**src/hdl/tnorla_pkg.sv**
```systemverilog
`timescale 1ns / 1ps
// ----------------------------------------------------------------------------
// tnorla_pkg
// Shared constants, state encodings and control structs for the telnet
// option refuser and line assembler.
// ----------------------------------------------------------------------------
package tnorla_pkg;

    localparam int LINE_LENGTH = 64;
    localparam int IDX_W       = $clog2(LINE_LENGTH);
    localparam logic [IDX_W-1:0] LAST_SLOT = IDX_W'(LINE_LENGTH - 1);

    localparam logic [7:0] CH_NL   = 8'h0a;
    localparam logic [7:0] CH_CR   = 8'h0d;
    localparam logic [7:0] TN_IAC  = 8'd255;
    localparam logic [7:0] TN_WILL = 8'd251;
    localparam logic [7:0] TN_WONT = 8'd252;
    localparam logic [7:0] TN_DO   = 8'd253;
    localparam logic [7:0] TN_DONT = 8'd254;
    localparam logic [7:0] REPLY_PAD = 8'h00;

    localparam logic KIND_LINE  = 1'b0;
    localparam logic KIND_REPLY = 1'b1;

    typedef enum logic [2:0] {
        PS_NORMAL = 3'd0,
        PS_IAC    = 3'd1,
        PS_WILL   = 3'd2,
        PS_WONT   = 3'd3,
        PS_DO     = 3'd4,
        PS_DONT   = 3'd5
    } parse_state_t;

    typedef enum logic [2:0] {
        ST_IDLE,
        ST_REPLY,
        ST_NL,
        ST_LINE_RD,
        ST_LINE_LD
    } ctrl_state_t;

    typedef enum logic [1:0] {
        OUT_LINE,
        OUT_REPLY,
        OUT_NL
    } out_sel_t;

    typedef enum logic [1:0] {
        RS_IAC  = 2'd0,
        RS_CODE = 2'd1,
        RS_OPT  = 2'd2,
        RS_END  = 2'd3
    } rep_step_t;

    typedef struct packed {
        logic     wr_byte;    // write rx byte into the line store
        logic     fill_clr;   // line ends: latch length, restart fill
        logic     fill_inc;
        logic     opt_load;   // latch option byte and refusal code
        logic     code_dont;  // 1: refuse with DONT, 0: refuse with WONT
        logic     rd_issue;   // read store at the read pointer
        logic     out_load;   // load the output word register
        out_sel_t out_sel;
    } ctrl_cmd_t;

    typedef struct packed {
        logic is_iac;
        logic is_will;
        logic is_wont;
        logic is_do;
        logic is_dont;
        logic is_cr;
        logic is_nl;
        logic fill_last;
        logic fill_zero;
        logic rd_last;
        logic rep_last;
        logic out_free;
    } dp_status_t;

endpackage

```
**src/hdl/tnorla_rx_if.sv**
```systemverilog
`timescale 1ns / 1ps
// ----------------------------------------------------------------------------
// tnorla_rx_if
// Received byte channel: valid/ready handshake carrying one telnet byte.
// ----------------------------------------------------------------------------
interface tnorla_rx_if;
    logic       valid;
    logic       ready;
    logic [7:0] rx_byte;

    modport source (output valid, output rx_byte, input ready);
    modport sink   (input valid, input rx_byte, output ready);
endinterface

```
**src/hdl/tnorla_tx_if.sv**
```systemverilog
`timescale 1ns / 1ps
// ----------------------------------------------------------------------------
// tnorla_tx_if
// Result channel: valid/ready handshake carrying kind, byte and last mark.
// ----------------------------------------------------------------------------
interface tnorla_tx_if;
    logic       valid;
    logic       ready;
    logic       kind;
    logic [7:0] out_byte;
    logic       last;

    modport source (output valid, output kind, output out_byte, output last, input ready);
    modport sink   (input valid, input kind, input out_byte, input last, output ready);
endinterface

```
**src/hdl/telnet_option_refuser_line_assembler_core.sv**
```systemverilog
`timescale 1ns / 1ps
// ----------------------------------------------------------------------------
// telnet_option_refuser_line_assembler_core
// Telnet IAC parser that refuses every option and assembles command lines.
// ----------------------------------------------------------------------------
// Usage:
//   rx: one received telnet byte per word (valid/ready). Bytes are taken in
//       one cycle each while the sequencer is idle.
//   tx: result words {kind, out_byte, last}. kind 1 is an option refusal
//       (IAC DONT x 0 or IAC WONT x 0, last on the fourth), kind 0 is a
//       completed line, last on its final byte. An empty line gives a
//       single newline word.
//   Timing: a byte that produces nothing is taken every cycle. A refusal
//       holds rx off after the option byte until its reply run is out; a
//       line holds it off until all its stored bytes are out, since each
//       byte is one read of the single-port line store followed by one
//       output register load. Line store depth is LINE_LENGTH; the byte
//       landing in its last slot closes the line and is dropped.
//   Reset: parser returns to the normal data state, line fill is cleared,
//       tx is empty. The store contents are not cleared.
//   Stall: tx has a one-word output register; while it is full and not
//       taken, emission pauses and rx stays blocked until the run is out.
// ----------------------------------------------------------------------------
module telnet_option_refuser_line_assembler_core
(
    input  logic       clk,
    input  logic       rst_n,
    tnorla_rx_if.sink  rx,
    tnorla_tx_if.source tx
);

    tnorla_pkg::ctrl_cmd_t  cmd;
    tnorla_pkg::dp_status_t sts;

    tnorla_ctrl u_ctrl
    (
        .clk      (clk),
        .rst_n    (rst_n),
        .in_valid (rx.valid),
        .in_ready (rx.ready),
        .sts      (sts),
        .cmd      (cmd)
    );

    tnorla_dp u_dp
    (
        .clk       (clk),
        .rst_n     (rst_n),
        .rx_byte   (rx.rx_byte),
        .cmd       (cmd),
        .sts       (sts),
        .out_ready (tx.ready),
        .out_valid (tx.valid),
        .out_kind  (tx.kind),
        .out_byte  (tx.out_byte),
        .out_last  (tx.last)
    );

endmodule

```
**src/hdl/tnorla_dp.sv**
```systemverilog
`timescale 1ns / 1ps
// ----------------------------------------------------------------------------
// tnorla_dp
// Datapath: line store, fill and read pointers, reply latch and the
// registered output word.
// ----------------------------------------------------------------------------
module tnorla_dp
(
    input  logic                  clk,
    input  logic                  rst_n,
    input  logic [7:0]            rx_byte,
    input  tnorla_pkg::ctrl_cmd_t cmd,
    output tnorla_pkg::dp_status_t sts,
    input  logic                  out_ready,
    output logic                  out_valid,
    output logic                  out_kind,
    output logic [7:0]            out_byte,
    output logic                  out_last
);

    logic [7:0] store_mem [tnorla_pkg::LINE_LENGTH];
    logic [7:0] rd_data_reg;

    logic [tnorla_pkg::IDX_W-1:0] fill_reg;
    logic [tnorla_pkg::IDX_W-1:0] end_reg;
    logic [tnorla_pkg::IDX_W-1:0] rd_idx_reg;
    logic [7:0]                   opt_reg;
    logic [7:0]                   code_reg;
    tnorla_pkg::rep_step_t        rep_reg;

    logic       out_valid_reg;
    logic       out_kind_reg;
    logic [7:0] out_byte_reg;
    logic       out_last_reg;

    logic       next_kind;
    logic [7:0] next_byte;
    logic       next_last;
    logic [7:0] rep_byte;

    always_comb
    begin
        sts.is_iac    = (rx_byte == tnorla_pkg::TN_IAC);
        sts.is_will   = (rx_byte == tnorla_pkg::TN_WILL);
        sts.is_wont   = (rx_byte == tnorla_pkg::TN_WONT);
        sts.is_do     = (rx_byte == tnorla_pkg::TN_DO);
        sts.is_dont   = (rx_byte == tnorla_pkg::TN_DONT);
        sts.is_cr     = (rx_byte == tnorla_pkg::CH_CR);
        sts.is_nl     = (rx_byte == tnorla_pkg::CH_NL);
        sts.fill_last = (fill_reg == tnorla_pkg::LAST_SLOT);
        sts.fill_zero = (fill_reg == '0);
        sts.rd_last   = ((rd_idx_reg + tnorla_pkg::IDX_W'(1)) == end_reg);
        sts.rep_last  = (rep_reg == tnorla_pkg::RS_END);
        sts.out_free  = !out_valid_reg || out_ready;
    end

    always_comb
    begin
        case (rep_reg)
            tnorla_pkg::RS_IAC:  rep_byte = tnorla_pkg::TN_IAC;
            tnorla_pkg::RS_CODE: rep_byte = code_reg;
            tnorla_pkg::RS_OPT:  rep_byte = opt_reg;
            tnorla_pkg::RS_END:  rep_byte = tnorla_pkg::REPLY_PAD;
            default:             rep_byte = tnorla_pkg::REPLY_PAD;
        endcase
    end

    always_comb
    begin
        case (cmd.out_sel)
            tnorla_pkg::OUT_REPLY:
            begin
                next_kind = tnorla_pkg::KIND_REPLY;
                next_byte = rep_byte;
                next_last = (rep_reg == tnorla_pkg::RS_END);
            end
            tnorla_pkg::OUT_NL:
            begin
                next_kind = tnorla_pkg::KIND_LINE;
                next_byte = tnorla_pkg::CH_NL;
                next_last = 1'b1;
            end
            default:
            begin
                next_kind = tnorla_pkg::KIND_LINE;
                next_byte = rd_data_reg;
                next_last = sts.rd_last;
            end
        endcase
    end

    // line store: one write port, one registered read port
    always_ff @(posedge clk)
    begin
        if (cmd.wr_byte)
        begin
            store_mem[fill_reg] <= rx_byte;
        end
        if (cmd.rd_issue)
        begin
            rd_data_reg <= store_mem[rd_idx_reg];
        end
    end

    always_ff @(posedge clk or negedge rst_n)
    begin
        if (!rst_n)
        begin
            fill_reg      <= '0;
            end_reg       <= '0;
            rd_idx_reg    <= '0;
            rep_reg       <= tnorla_pkg::RS_IAC;
            out_valid_reg <= 1'b0;
        end
        else
        begin
            if (cmd.fill_clr)
            begin
                fill_reg   <= '0;
                end_reg    <= fill_reg;
                rd_idx_reg <= '0;
            end
            else if (cmd.fill_inc)
            begin
                fill_reg <= fill_reg + tnorla_pkg::IDX_W'(1);
            end

            if (cmd.out_load && cmd.out_sel == tnorla_pkg::OUT_LINE)
            begin
                rd_idx_reg <= rd_idx_reg + tnorla_pkg::IDX_W'(1);
            end

            if (cmd.opt_load)
            begin
                rep_reg <= tnorla_pkg::RS_IAC;
            end
            else if (cmd.out_load && cmd.out_sel == tnorla_pkg::OUT_REPLY)
            begin
                rep_reg <= tnorla_pkg::rep_step_t'(2'(rep_reg + 2'd1));
            end

            if (cmd.out_load)
            begin
                out_valid_reg <= 1'b1;
            end
            else if (out_ready)
            begin
                out_valid_reg <= 1'b0;
            end
        end
    end

    always_ff @(posedge clk)
    begin
        if (cmd.opt_load)
        begin
            opt_reg  <= rx_byte;
            code_reg <= cmd.code_dont ? tnorla_pkg::TN_DONT : tnorla_pkg::TN_WONT;
        end
        if (cmd.out_load)
        begin
            out_kind_reg <= next_kind;
            out_byte_reg <= next_byte;
            out_last_reg <= next_last;
        end
    end

    assign out_valid = out_valid_reg;
    assign out_kind  = out_kind_reg;
    assign out_byte  = out_byte_reg;
    assign out_last  = out_last_reg;

endmodule

```
**src/hdl/tnorla_ctrl.sv**
```systemverilog
`timescale 1ns / 1ps
// ----------------------------------------------------------------------------
// tnorla_ctrl
// Controller: IAC parse state and the sequencer that accepts bytes, walks
// reply runs and reads completed lines out of the store.
// ----------------------------------------------------------------------------
module tnorla_ctrl
(
    input  logic                   clk,
    input  logic                   rst_n,
    input  logic                   in_valid,
    output logic                   in_ready,
    input  tnorla_pkg::dp_status_t sts,
    output tnorla_pkg::ctrl_cmd_t  cmd
);

    tnorla_pkg::ctrl_state_t  state_reg, state_next;
    tnorla_pkg::parse_state_t parse_reg, parse_next;

    logic accept;
    logic data_take;
    logic line_end;
    logic reply_go;
    logic reply_dont;

    assign in_ready = (state_reg == tnorla_pkg::ST_IDLE);
    assign accept   = in_valid && in_ready;

    // byte decode against the current parse state
    always_comb
    begin
        data_take  = 1'b0;
        reply_go   = 1'b0;
        reply_dont = 1'b0;
        case (parse_reg)
            tnorla_pkg::PS_IAC:
            begin
                data_take = sts.is_iac;
            end
            tnorla_pkg::PS_WILL, tnorla_pkg::PS_WONT:
            begin
                reply_go   = 1'b1;
                reply_dont = 1'b1;
            end
            tnorla_pkg::PS_DO, tnorla_pkg::PS_DONT:
            begin
                reply_go = 1'b1;
            end
            default:
            begin
                data_take = !sts.is_iac;
            end
        endcase
        data_take = accept && data_take && !sts.is_cr;
        reply_go  = accept && reply_go;
        line_end  = data_take && (sts.is_nl || sts.fill_last);
    end

    always_comb
    begin
        state_next = state_reg;
        parse_next = parse_reg;
        if (accept)
        begin
            case (parse_reg)
                tnorla_pkg::PS_IAC:
                begin
                    if (sts.is_will)
                        parse_next = tnorla_pkg::PS_WILL;
                    else if (sts.is_wont)
                        parse_next = tnorla_pkg::PS_WONT;
                    else if (sts.is_do)
                        parse_next = tnorla_pkg::PS_DO;
                    else if (sts.is_dont)
                        parse_next = tnorla_pkg::PS_DONT;
                    else
                        parse_next = tnorla_pkg::PS_NORMAL;
                end
                tnorla_pkg::PS_NORMAL:
                begin
                    parse_next = sts.is_iac ? tnorla_pkg::PS_IAC : tnorla_pkg::PS_NORMAL;
                end
                default:
                begin
                    parse_next = tnorla_pkg::PS_NORMAL;
                end
            endcase
        end

        case (state_reg)
            tnorla_pkg::ST_IDLE:
            begin
                if (reply_go)
                    state_next = tnorla_pkg::ST_REPLY;
                else if (line_end)
                    state_next = sts.fill_zero ? tnorla_pkg::ST_NL : tnorla_pkg::ST_LINE_RD;
            end
            tnorla_pkg::ST_REPLY:
            begin
                if (sts.out_free && sts.rep_last)
                    state_next = tnorla_pkg::ST_IDLE;
            end
            tnorla_pkg::ST_NL:
            begin
                if (sts.out_free)
                    state_next = tnorla_pkg::ST_IDLE;
            end
            tnorla_pkg::ST_LINE_RD:
            begin
                state_next = tnorla_pkg::ST_LINE_LD;
            end
            tnorla_pkg::ST_LINE_LD:
            begin
                if (sts.out_free)
                    state_next = sts.rd_last ? tnorla_pkg::ST_IDLE : tnorla_pkg::ST_LINE_RD;
            end
            default:
            begin
                state_next = tnorla_pkg::ST_IDLE;
            end
        endcase
    end

    always_comb
    begin
        cmd           = '0;
        cmd.out_sel   = tnorla_pkg::OUT_LINE;
        case (state_reg)
            tnorla_pkg::ST_IDLE:
            begin
                cmd.wr_byte   = data_take;
                cmd.fill_clr  = line_end;
                cmd.fill_inc  = data_take && !line_end;
                cmd.opt_load  = reply_go;
                cmd.code_dont = reply_dont;
            end
            tnorla_pkg::ST_REPLY:
            begin
                cmd.out_load = sts.out_free;
                cmd.out_sel  = tnorla_pkg::OUT_REPLY;
            end
            tnorla_pkg::ST_NL:
            begin
                cmd.out_load = sts.out_free;
                cmd.out_sel  = tnorla_pkg::OUT_NL;
            end
            tnorla_pkg::ST_LINE_RD:
            begin
                cmd.rd_issue = 1'b1;
            end
            tnorla_pkg::ST_LINE_LD:
            begin
                cmd.out_load = sts.out_free;
            end
            default:
            begin
                cmd.out_sel = tnorla_pkg::OUT_LINE;
            end
        endcase
    end

    always_ff @(posedge clk or negedge rst_n)
    begin
        if (!rst_n)
        begin
            state_reg <= tnorla_pkg::ST_IDLE;
            parse_reg <= tnorla_pkg::PS_NORMAL;
        end
        else
        begin
            state_reg <= state_next;
            parse_reg <= parse_next;
        end
    end

    // a word is only loaded when the output register can take it
    a_load_free: assert property (@(posedge clk) disable iff (!rst_n)
        cmd.out_load |-> sts.out_free)
        else $error("output word loaded while register still full");

    // store writes and reply latch loads happen only on an accepted byte
    a_wr_accept: assert property (@(posedge clk) disable iff (!rst_n)
        (cmd.wr_byte || cmd.opt_load) |-> (in_valid && state_reg == tnorla_pkg::ST_IDLE))
        else $error("store or reply latch updated without an accepted byte");

    // final line word returns the sequencer to idle
    a_line_done: assert property (@(posedge clk) disable iff (!rst_n)
        (state_reg == tnorla_pkg::ST_LINE_LD && cmd.out_load && sts.rd_last)
        |=> state_reg == tnorla_pkg::ST_IDLE)
        else $error("line run did not end after its last word");

    // a reply always starts from its first byte
    a_reply_start: assert property (@(posedge clk) disable iff (!rst_n)
        (state_reg == tnorla_pkg::ST_IDLE && reply_go) |=> !sts.rep_last)
        else $error("reply run started at the wrong step");

endmodule
```
**src/flat_wrapper.sv**
```systemverilog
// flat-port wrapper written by rule: the top's interface ports become plain ports
module telnet_option_refuser_line_assembler_core_flat 
  (clk, rst_n, rx_valid, rx_rx_byte, rx_ready, tx_valid, tx_kind, tx_out_byte, tx_last, tx_ready);
  tnorla_rx_if rx_i ();
  tnorla_tx_if tx_i ();
  input  logic clk;
  input  logic rst_n;
  input wire logic [$bits(rx_i.valid)-1:0] rx_valid;
  input wire logic [$bits(rx_i.rx_byte)-1:0] rx_rx_byte;
  output wire logic [$bits(rx_i.ready)-1:0] rx_ready;
  output wire logic [$bits(tx_i.valid)-1:0] tx_valid;
  output wire logic [$bits(tx_i.kind)-1:0] tx_kind;
  output wire logic [$bits(tx_i.out_byte)-1:0] tx_out_byte;
  output wire logic [$bits(tx_i.last)-1:0] tx_last;
  input wire logic [$bits(tx_i.ready)-1:0] tx_ready;
  assign rx_i.valid = rx_valid;
  assign rx_i.rx_byte = rx_rx_byte;
  assign rx_ready = rx_i.ready;
  assign tx_valid = tx_i.valid;
  assign tx_kind = tx_i.kind;
  assign tx_out_byte = tx_i.out_byte;
  assign tx_last = tx_i.last;
  assign tx_i.ready = tx_ready;
  telnet_option_refuser_line_assembler_core u_core (.clk(clk), .rst_n(rst_n), .rx(rx_i), .tx(tx_i));
endmodule
```
**config.mk**
```make
export PLATFORM = sky130hd
export DESIGN_NAME = telnet_option_refuser_line_assembler_core_flat
export DESIGN_NICKNAME = d
export VERILOG_FILES = /design/src/hdl/tnorla_pkg.sv /design/src/hdl/tnorla_rx_if.sv /design/src/hdl/tnorla_tx_if.sv /design/src/hdl/telnet_option_refuser_line_assembler_core.sv /design/src/hdl/tnorla_dp.sv /design/src/hdl/tnorla_ctrl.sv /design/src/flat_wrapper.sv
export SDC_FILE = /design/constraint.sdc
export NUM_CORES = 1
export LEC_CHECK = 0
export BUFFER_PORTS_ARGS = -buffer_cell sky130_fd_sc_hd__buf_2
export CAP_MARGIN = 20
export CORE_MARGIN = 2
export CORE_UTILIZATION = 32
export CTS_CLUSTER_SIZE = 16
export DETAILED_ROUTE_END_ITERATION = 6
export PLACE_DENSITY = 0.49
export SYNTH_ARGS = -nofsm -noshare
export SYNTH_HDL_FRONTEND = slang
export SYNTH_SLANG_ARGS = --single-unit
```
**constraint.sdc**
```tcl
create_clock -name clk -period 4.2 [get_ports clk]
set_input_delay 0.84 -clock clk [delete_from_list [all_inputs] [get_ports clk]]
set_output_delay 0.84 -clock clk [all_outputs]
set_load 0.02 [all_outputs]
```
# --- Word level (Yosys, flattened, before mapping) ---
# Memories as Yosys holds them, arrays and structs flattened. A register that Yosys moved wholly into a read port is not among the register bits.
# Index checks and enable logic that the tools add are counted.
op_classes:
  n_mux: 36
  n_eq_ne: 27
  n_reduce_logical: 28
  addsub: 3
op_table:
  columns: ["operator", "count"]
  rows:
  - ["8-bit equality test (second input constant)", 5]
  - ["8-bit case mux with 4 select lines", 1]
  - ["3-bit two-way mux", 9]
  - ["6-bit two-way mux", 4]
  - ["8-bit by 4-bit equality test with 1-bit output (second input constant)", 2]
  - ["8-bit case mux with 2 select lines", 1]
  - ["3-bit case mux with 5 select lines", 1]
  - ["6-bit by 1-bit adder with 6-bit output (second input constant)", 2]
  - ["3-bit by 2-bit equality test with 1-bit output (second input constant)", 4]
  - ["1-bit two-way mux", 11]
  - ["3-bit equality test (second input constant)", 3]
  - ["1-bit logical AND", 9]
  - ["2-bit two-way mux", 4]
  - ["2-bit nonzero test", 4]
  - ["2-bit equality test (second input constant)", 3]
  - ["3-bit by 1-bit equality test with 1-bit output (second input constant)", 2]
  - ["6-bit equality test", 1]
  - ["6-bit equality test (second input constant)", 1]
  - ["3-bit logical NOT", 2]
  - ["6-bit logical NOT", 1]
  - ["2-bit inequality test (second input constant)", 3]
  - ["3-bit case mux with 2 select lines", 1]
  - ["5-bit two-way mux", 1]
  - ["2-bit by 1-bit equality test with 1-bit output (second input constant)", 2]
  - ["other kinds (11)", 17]
totals:
  register_bits: 53
  n_memories: 1
  ramBits: 512
  output_inout_bits: 12
  inputBits: 12
memory_table:
  columns: ["memory", "words", "word_bits", "rd", "rd_ports_with_merged_regs", "wr", "line_no", "rtl"]
  rows:
  - ["u_core.u_dp.store_mem", 64, 8, 1, 1, 1, "tnorla_dp.sv:21", "logic [7:0] store_mem [tnorla_pkg::LINE_LENGTH];"]

# --- Longest topological paths before layout ---
# Gate-level depths: netlist of the first run.
logic_depth:
  depth_word: 11
  depth_mapped: 9
  ltp_nobuf: 7

# --- Cells and area by module ---
# Synthesis of the first run repeated with hierarchy kept, for this count alone.
hier_totals:
  cells_unflattened: 1208
  area_unflattened_um2: 22801.9
by_module_without_submodules:
  columns: ["module", "cells_per_inst", "instances", "seq_area_each_um2", "area_each_um2"]
  rows:
  - ["tnorla_dp", 1139, 1, 16711.0, 22265.1]
  - ["tnorla_ctrl", 69, 1, 150.1, 536.8]

# --- Least setup slack after synthesis of the first run ---
# No wires, ideal clock.
synth_path:
  path_type: "input -> register"
  startpoint: "input rx_valid"
  endpoint: "memory u_core.u_dp.store_mem[25][0], enable pin"
  setup_time_ns: 0.395
  t_arrival_ns: 2.949
  setup_slack_ns: 0.856
  n_path_buf: 3
  stages: 7
  t_required_ns: 3.805
  cell_sequence: "or4b_4 -> buf_6 -> a31oi_4 -> o21ai_2 -> buf_6 -> clkbuf_1 -> nor4_1"
synth_between:
  elab_chain_len: 6
synth_rtl:
  columns: ["element", "line_no", "rtl"]
  rows:
  - ["start, declared", "flat_wrapper.sv:8", "input wire logic [$bits(rx_i.valid)-1:0] rx_valid;"]
  - ["1-bit logical AND", "tnorla_ctrl.sv:27", "assign accept = in_valid && in_ready;"]
  - ["1-bit logical AND (2 in series)", "tnorla_ctrl.sv:54", "data_take = accept && data_take && !sts.is_cr;"]
  - ["5-bit two-way mux", "tnorla_ctrl.sv:128", "case (state_reg)"]
  - ["1-bit two-way mux", "tnorla_dp.sv:95", "if (cmd.wr_byte)"]
  - ["1-bit two-way mux (implied by the code)", "tnorla_dp.sv:97", "store_mem[fill_reg] <= rx_byte;"]
  - ["end, declared", "tnorla_dp.sv:21", null]
# Every way passes these cells.

# --- Worst setup path after layout of the first run ---
layout_path:
  startpoint: "register u_core.u_ctrl.parse_reg[1]"
  endpoint: "memory u_core.u_dp.store_mem[34][5], enable pin"
layout_between:
  elab_chain_len: 8
  word_cells_on_any_way: 12
layout_rtl:
  columns: ["element", "line_no", "rtl"]
  rows:
  - ["start, declared", "tnorla_ctrl.sv:18", "tnorla_pkg::parse_state_t parse_reg, parse_next;"]
  - ["start signal, assigned", "tnorla_ctrl.sv:167", "parse_reg <= tnorla_pkg::PS_NORMAL;"]
  - ["start signal, assigned", "tnorla_ctrl.sv:172", "parse_reg <= parse_next;"]
  - ["3-bit by 2-bit equality test with 1-bit output or 3-bit equality test (tied branches)", "tnorla_ctrl.sv:35", "case (parse_reg)"]
  - ["4-bit OR reduction (no line)", null, null]
  - ["1-bit case mux with 2 select lines (*)", "tnorla_ctrl.sv:35", null]
  - ["1-bit logical AND (*) (2 in series)", "tnorla_ctrl.sv:54", null]
  - ["5-bit two-way mux (*)", "tnorla_ctrl.sv:128", null]
  - ["1-bit two-way mux (*)", "tnorla_dp.sv:95", null]
  - ["1-bit two-way mux (implied by the code) (*)", "tnorla_dp.sv:97", null]
# Mark *: on every way between the ends. The rest lies on a longest branch, timed or not.

==> impl_metrics.csv, run 1 <==
group,metric,value,unit
power_and_ir_drop,power.density,609,nW/um^2
synth,synthMuxAreaShare,13.4,%
floorplanning,fp.dieW,270,um
synth,synth_top_cell_area_share,71.6,%
floorplanning,die_height,270,um
cts,clk_pin_slew_worst_paths,0.06,ns
critical_path,critPathMaxStageDelay,0.67,ns
timing,slew_viol_final,0,
synth,synth_edf_count,539,
cts,cts_max_path_buffers,3,
synth,synth_area_leader_cell,"edfxtp_1",
flow_run,cap_violations,0,
cts,post_cts_buffers,0,
floorplanning,rows,97,
timing,fin_ws,0.987,ns
layout,diodes,0,
cts,h-tree-depth,2,
cts,cts_sinks,566,
synth,synthArstFlopShare,4.77,%
synth,synth_fa_ha_area_share,0.664,%
layout,layout_commonest_cell,"edfxtp_1",
placement,routabilityCongestion,0.786,
global_routing,gr-total-overflow,0,
critical_path,worstSetupStartpointType,"flop",
global_routing,antenna_found_initial,0,
synth,syn_nets,1208,
critical_path,worstPathMaxFanout,8,
critical_path,path_class,"reg2reg",
cts,cts_tree,"built",
critical_path,crit_family,"simple AND/OR/NAND/NOR gates",
drt,drc,0,
drt,drt_iter0_markers,1097,
synth,synth-main-ff-cell,"edfxtp_1",
placement,placed_area,24200,um^2
layout,final_area,26100,um^2
cts,clkLatencyLatePin,0.61,ns
cts,cts_buffers,59,
timing,relSlewSlack,35.7,%
critical_path,crit_cells,5,
placement,dpl.hpwl,36700,um
timing,tns,0,ns
global_routing,grtUsageTotal,16.1,%
drt,drt_wl_total,58400,um
cts,cts_root_buffer,"clkbuf_16",
status,status,"finished, final reports clean",
timing,max_slew.worst_pin.slew,0.964,ns
layout,layout_common_cells,"edfxtp_1, mux4_2, nor2_1",
timing,hold_viol_final,0,
layout,fin_nets,1291,
placement,port_buffers,23,
synth,synth-seq-cells,566,
drt,wl_per_cell,25.9,um
synth,ys_seq_area_share,74.5,%
global_routing,grt_max_degree,70,
critical_path,crit_path_cell_trace,"or3b_2 > nor3_1 > o21ai_2 > or4_1 > nor2_1",
layout,syn2layout_area_growth,15.6,%
min_path,hp-class,"in2async",
drt,final_antenna_net_count,0,
power_and_ir_drop,max-vdd-ir-drop,0.000333,V
synth,synth_cells,1184,
floorplanning,die_area,72800,um^2
placement,place_inst,2146,
timing,rsz0062_at_grt,"no",
critical_path,worst_path_max_delay_cell,"or4_1",
critical_path,reg2reg_depth,5,
critical_path,worstPathArrival,3.45,ns
placement,dp_slack,0.623,ns
layout,largest_register_ffs,512,
synth,yosys.area_share.simple,4.93,%
drt,vias_per_cell,5.14,
global_routing,grt_pass1_vias,11900,
timing,period_share,76.5,%
synth,synth_top_family_by_area,"multiplexers",
synth,yosys.area_share.xor_xnor,0.465,%
critical_path,critPathBufInv,0,
synth,synth_compound_area_share,4.28,%
global_routing,grt_pass1_wl,85500,um
drt,drtPass1Iterations,7,
floorplanning,core,70000,um^2
timing,setup_viol,0,
cts,cts_resized,0,
cts,cts_hold_buffers,0,
timing,fmax,311,MHz
synth,postSynthAreaPerCell,19.1,um^2
floorplanning,io_pins,24,
layout,largest_register,"u_core.u_dp.store_mem",
synth,ys_warn_count,0,
floorplanning,start_util,32.3,%
synth,synth_cell_types,58,
layout,final_core_utilization,37.3,%
synth,ys_top_cells_by_area,"edfxtp_1, mux4_2, dfrtp_1",
critical_path,endpoint_kind,"flop",
synth,syn_area,22600,um^2
power_and_ir_drop,leakage,8.18,nW
critical_path,required,4.44,ns
timing,finalClockSkew,0.0139,ns
drt,dr_total_vias,11600,
timing,min_period,3.21,ns
layout,drive_above_1_share,26.3,%
layout,instances_no_fill,2253,
==> synthesized netlist by cell type (9+ instances only) <==
cell type  instances
a211oi_1          10
a21oi_1           14
buf_1              9
buf_2             27
clkbuf_1          34
dfrtp_1           27
edfxtp_1         539
ha_1              12
inv_1             15
mux2_2             9
mux4_2           128
nand2_1           36
nand2b_1          14
nand3_1           16
nor2_1            84
nor2b_1           14
nor3_1            13
nor4_1            12
o21ai_0           30
o221ai_1          16
o22ai_1           24
xnor2_1            9
==> metal layers <==
metal	global-route usage, %	wire [um]
met1	23.5	26900
met5	0	0
met2	24.4	26400
met3	3.77	3980
met4	3.96	1060
==> final timing paths <==
| path | start | end | slack, ns |
|---|---|---|---|
| worst max-delay path | u_core.u_ctrl.parse_reg[1] | u_core.u_dp.store_mem[34][5] | 0.99 |
| worst min-delay path | rst_n | u_core.u_dp.rep_reg[0] | 0.27 |
| worst max register to register | u_core.u_ctrl.parse_reg[1] | u_core.u_dp.store_mem[34][5] | 0.99 |
| worst min register to register | u_core.u_ctrl.parse_reg[0] | u_core.u_ctrl.parse_reg[0] | 0.47 |
| max in group asynchronous | rst_n | u_core.u_dp.rd_idx_reg[1] | 3.39 |
| min in group clk | u_core.u_ctrl.parse_reg[0] | u_core.u_ctrl.parse_reg[0] | 0.47 |
==> where the power goes <==
group          total (mW)  switching, mW  internal (mW)
combinational        3.87           2.20           1.67
clock                5.13           2.18           2.95
sequential           6.91          0.430           6.48
==> cell families after synthesis <==
logic type / Yosys count
compound gates: 139
mux: 142
flops: 566
simple gates: 225
xor+xnor: 12
fa+ha+maj: 12
buf+inv: 88
==> stage by stage <==
| step | total power, mW | hold WS (ns) |
|---|---|---|
| floorplan | 9.45 | 0.440 |
| global placement | 10.9 | 0.460 |
| detailed placement | 10.9 | 0.472 |
| CTS | 16.1 | 0.261 |
| global route | 16.6 | 0.295 |
| finish | 15.9 | 0.269 |
==> area by class of cell <==
type	count	area [um^2]
clock inverter	40	387
sequential	566	16900
multi-input combinational	530	5420
tap	940	1180
inverter	15	56.3
clock buffer	67	1510
timing repair buffer	95	718
fill	6467	43900
Note: power is estimated with default switching activity, not from simulation.
==> inputs of run 2 (changes only) <==
- ABC_AREA: not set -> 1
- PLACE_DENSITY: 0.49 -> 0.51
- clock period: 4.2 -> 2.7 ns (I/O delays scaled with it)
==> run 2 against run 1 <==
Synthesized cell count rose by 75%. Combinational power grew to 2.6 times the previous value. Register-to-register slack got worse by 0.85 ns. Global-route usage increased by 2.1 points. Die area up 4.2%. Count of clock-buffer cells in the layout rose by 7. Design area is 5.7% higher. Utilization up 0.55 points. Cell count up 41%. Non-clock buffer count up 74. Sequential share of layout area down 3.5 points.
==> impl_metrics.csv, run 2 <==
group,metric,value,unit
cts,cts_max_path_buffers,3,
cts,cts_resized,0,
layout,drive_above_1_share,12.5,%
critical_path,worstSetupStartpointType,"flop",
timing,max_slew.worst_pin.slew,0.845,ns
global_routing,grtUsageTotal,18.2,%
timing,rsz0062_at_grt,"no",
critical_path,reg2reg_depth,10,
drt,drt_iter0_markers,1587,
power_and_ir_drop,power.density,1040,nW/um^2
layout,diodes,0,
drt,vias_per_cell,5.05,
drt,drt_wl_total,69200,um
timing,slew_viol_final,0,
cts,cts_tree,"built",
timing,period_share,95.1,%
synth,synth_common_cells,"nand2_1, edfxtp_1, nand3_1, nor2_1, buf_2",
flow_run,cap_violations,0,
global_routing,grt_max_degree,74,
cts,post_cts_buffers,0,
synth,synth_top_cell_area_share,68.6,%
synth,synth_edf_count,539,
synth,syn_area,23600,um^2
synth,synth_area_leader_cell,"edfxtp_1",
drt,dr_total_vias,16100,
drt,drc,0,
cts,cts_sinks,566,
cts,clkLatencyLatePin,0.62,ns
critical_path,required,3.15,ns
synth,synth_cells,2068,
global_routing,grt_pass1_wl,102000,um
cts,clk_pin_slew_worst_paths,0.06,ns
synth,synth-main-ff-cell,"edfxtp_1",
drt,drtPass1Iterations,5,
cts,cts_hold_buffers,1,
critical_path,worstPathArrival,3.01,ns
placement,routabilityCongestion,0.887,
floorplanning,start_util,32.3,%
placement,dpl.hpwl,44500,um
layout,largest_register,"u_core.u_dp.store_mem",
critical_path,r2r-end,"u_core.u_dp.rd_data_reg[1]",
layout,layout_common_cells,"nand2_1, edfxtp_1, nand3_1",
timing,setup_viol,0,
timing,fmax,390,MHz
critical_path,r2r_setup_slack,0.13,ns
layout,syn2layout_area_growth,17.2,%
layout,fin_nets,2202,
floorplanning,rows,99,
timing,hold_viol_final,0,
critical_path,crit_path_start,"u_core.u_dp.rd_idx_reg[0]",
synth,synth-seq-cells,566,
floorplanning,fp.dieW,276,um
status,status,"finished, final reports clean",
synth,synth_cell_types,42,
critical_path,endpoint_kind,"flop",
critical_path,endpoint,"u_core.u_dp.rd_data_reg[1]",
critical_path,worstPathMaxFanout,55,
power_and_ir_drop,leakage,10.1,nW
min_path,hp-class,"in2reg",
cts,h-tree-depth,2,
drt,wl_per_cell,21.7,um
floorplanning,io_pins,24,
layout,fillCellCount,6983,
layout,final_core_utilization,37.9,%
timing,tns,0,ns
critical_path,regToRegStartpoint,"u_core.u_dp.rd_idx_reg[0]",
placement,port_buffers,23,
synth,ys_top_cells_by_area,"edfxtp_1, nand2_1, nand3_1",
layout,instances_no_fill,3184,
floorplanning,core,73000,um^2
timing,finalClockSkew,0.0168,ns
floorplanning,die_area,75900,um^2
timing,relSlewSlack,43.7,%
synth,ys_warn_count,0,
critical_path,path_class,"reg2reg",
layout,layout_commonest_cell,"nand2_1",
synth,synthArstFlopShare,4.77,%
synth,ys_seq_area_share,71.5,%
global_routing,antenna_found_initial,1,
layout,final_area,27600,um^2
layout,largest_register_ffs,512,
global_routing,grt_pass1_vias,15800,
synth,syn_nets,2092,
timing,min_period,2.57,ns
timing,timing.hold.ws,0.261,ns
global_routing,gr-total-overflow,0,
cts,cts_root_buffer,"clkbuf_16",
synth,postSynthAreaPerCell,11.4,um^2
placement,placed_area,25600,um^2
cts,cts_buffers,58,
drt,final_antenna_net_count,0,
power_and_ir_drop,max-vdd-ir-drop,0.000642,V
floorplanning,die_height,276,um
placement,place_inst,3076,
synth,synth_most_common_cell,"nand2_1",
## run 2: changes by cell type in the layout (fill, tap and decap cells not counted), moves of 14 or more
cell / before / now
buf_4: 67 / 131
o221ai_1: 16 / 0
o211ai_1: 1 / 19
a21oi_1: 14 / 28
nor2b_1: 14 / 0
nand2_1: 36 / 687
inv_1: 15 / 47
nand3_1: 16 / 423
nand2b_1: 14 / 0
mux4_2: 128 / 0
o21ai_1: 0 / 14
o22ai_1: 24 / 7
o21ai_0: 30 / 16
## run 2: cell type report
cell class	instances	area (um^2)	area share [%]
clock buffers	74	1580	5.72
flip-flops and latches	566	16900	61.0
multi-input cells	1330	5970	21.6
repair buffers	169	1390	5.03
clock inverters	33	413	1.49
well taps	959	1200	4.34
inverters	53	209	0.756
## run 2: metal layers
layer | GRT usage, % | wire length, um | share of wire, %
met5 | 0 | 0 | 0
met4 | 6.09 | 2020 | 2.9
met2 | 28.4 | 31400 | 45
met1 | 24.9 | 30200 | 44
met3 | 4.51 | 5550 | 8.0
## run 2: kinds of logic (layout without fill, tap and decap cells)
family / count (synthesis) / after routing / share of synthesized area (%)
flip-flops: 566 / 566 / 71.5
adder cells (fa/ha/maj): 12 / 12 / 0.636
XOR/XNOR: 4 / 4 / 0.149
AO/OA/AOI/OAI: 100 / 100 / 2.51
buffers and inverters: 172 / 329 / 3.20
AND/OR/NAND/NOR: 1214 / 1214 / 22.0
## run 2: worst max-delay path, cell delays in order (launching register included)
cell,delay (ns)
dfrtp_4,0.57
inv_6,0.44
buf_4,0.40
nand2_1,0.09
nand3_1,0.11
nand3_1,0.12
nand2_1,0.15
nand2_1,0.10
nand2_1,0.10
o211ai_1,0.08
nand2_1,0.17
## run 2: worst min-delay path by stage
stage               depth (start not counted)              startpoint                         end  slack (ns)
floorplan                                   0                   rst_n  u_core.u_ctrl.parse_reg[0]        0.24
global placement                            2  u_core.u_dp.end_reg[4]      u_core.u_dp.end_reg[4]        0.50
detailed placement                          2  u_core.u_dp.end_reg[0]      u_core.u_dp.end_reg[0]        0.51
CTS                                         4                tx_ready  u_core.u_ctrl.state_reg[1]        0.23
global route                                4                tx_ready  u_core.u_ctrl.state_reg[1]        0.29
finish                                      4                tx_ready  u_core.u_ctrl.state_reg[1]        0.26
## run 2: through the flow
stage	setup slack, ns	total power, mW
CTS	0.170	28.8
detailed placement	-0.0656	20.5
finish	0.134	28.7
global route	0.00362	30.1
floorplan	0.333	16.5
global placement	-0.0826	20.4
## run 2: where the power goes
part           switching [mW]  leakage, nW  total, mW  internal [mW]
sequential              0.282         5.20       10.4           10.1
combinational            7.21         3.95       9.99           2.78
clock                    3.34        0.977       8.33           4.99
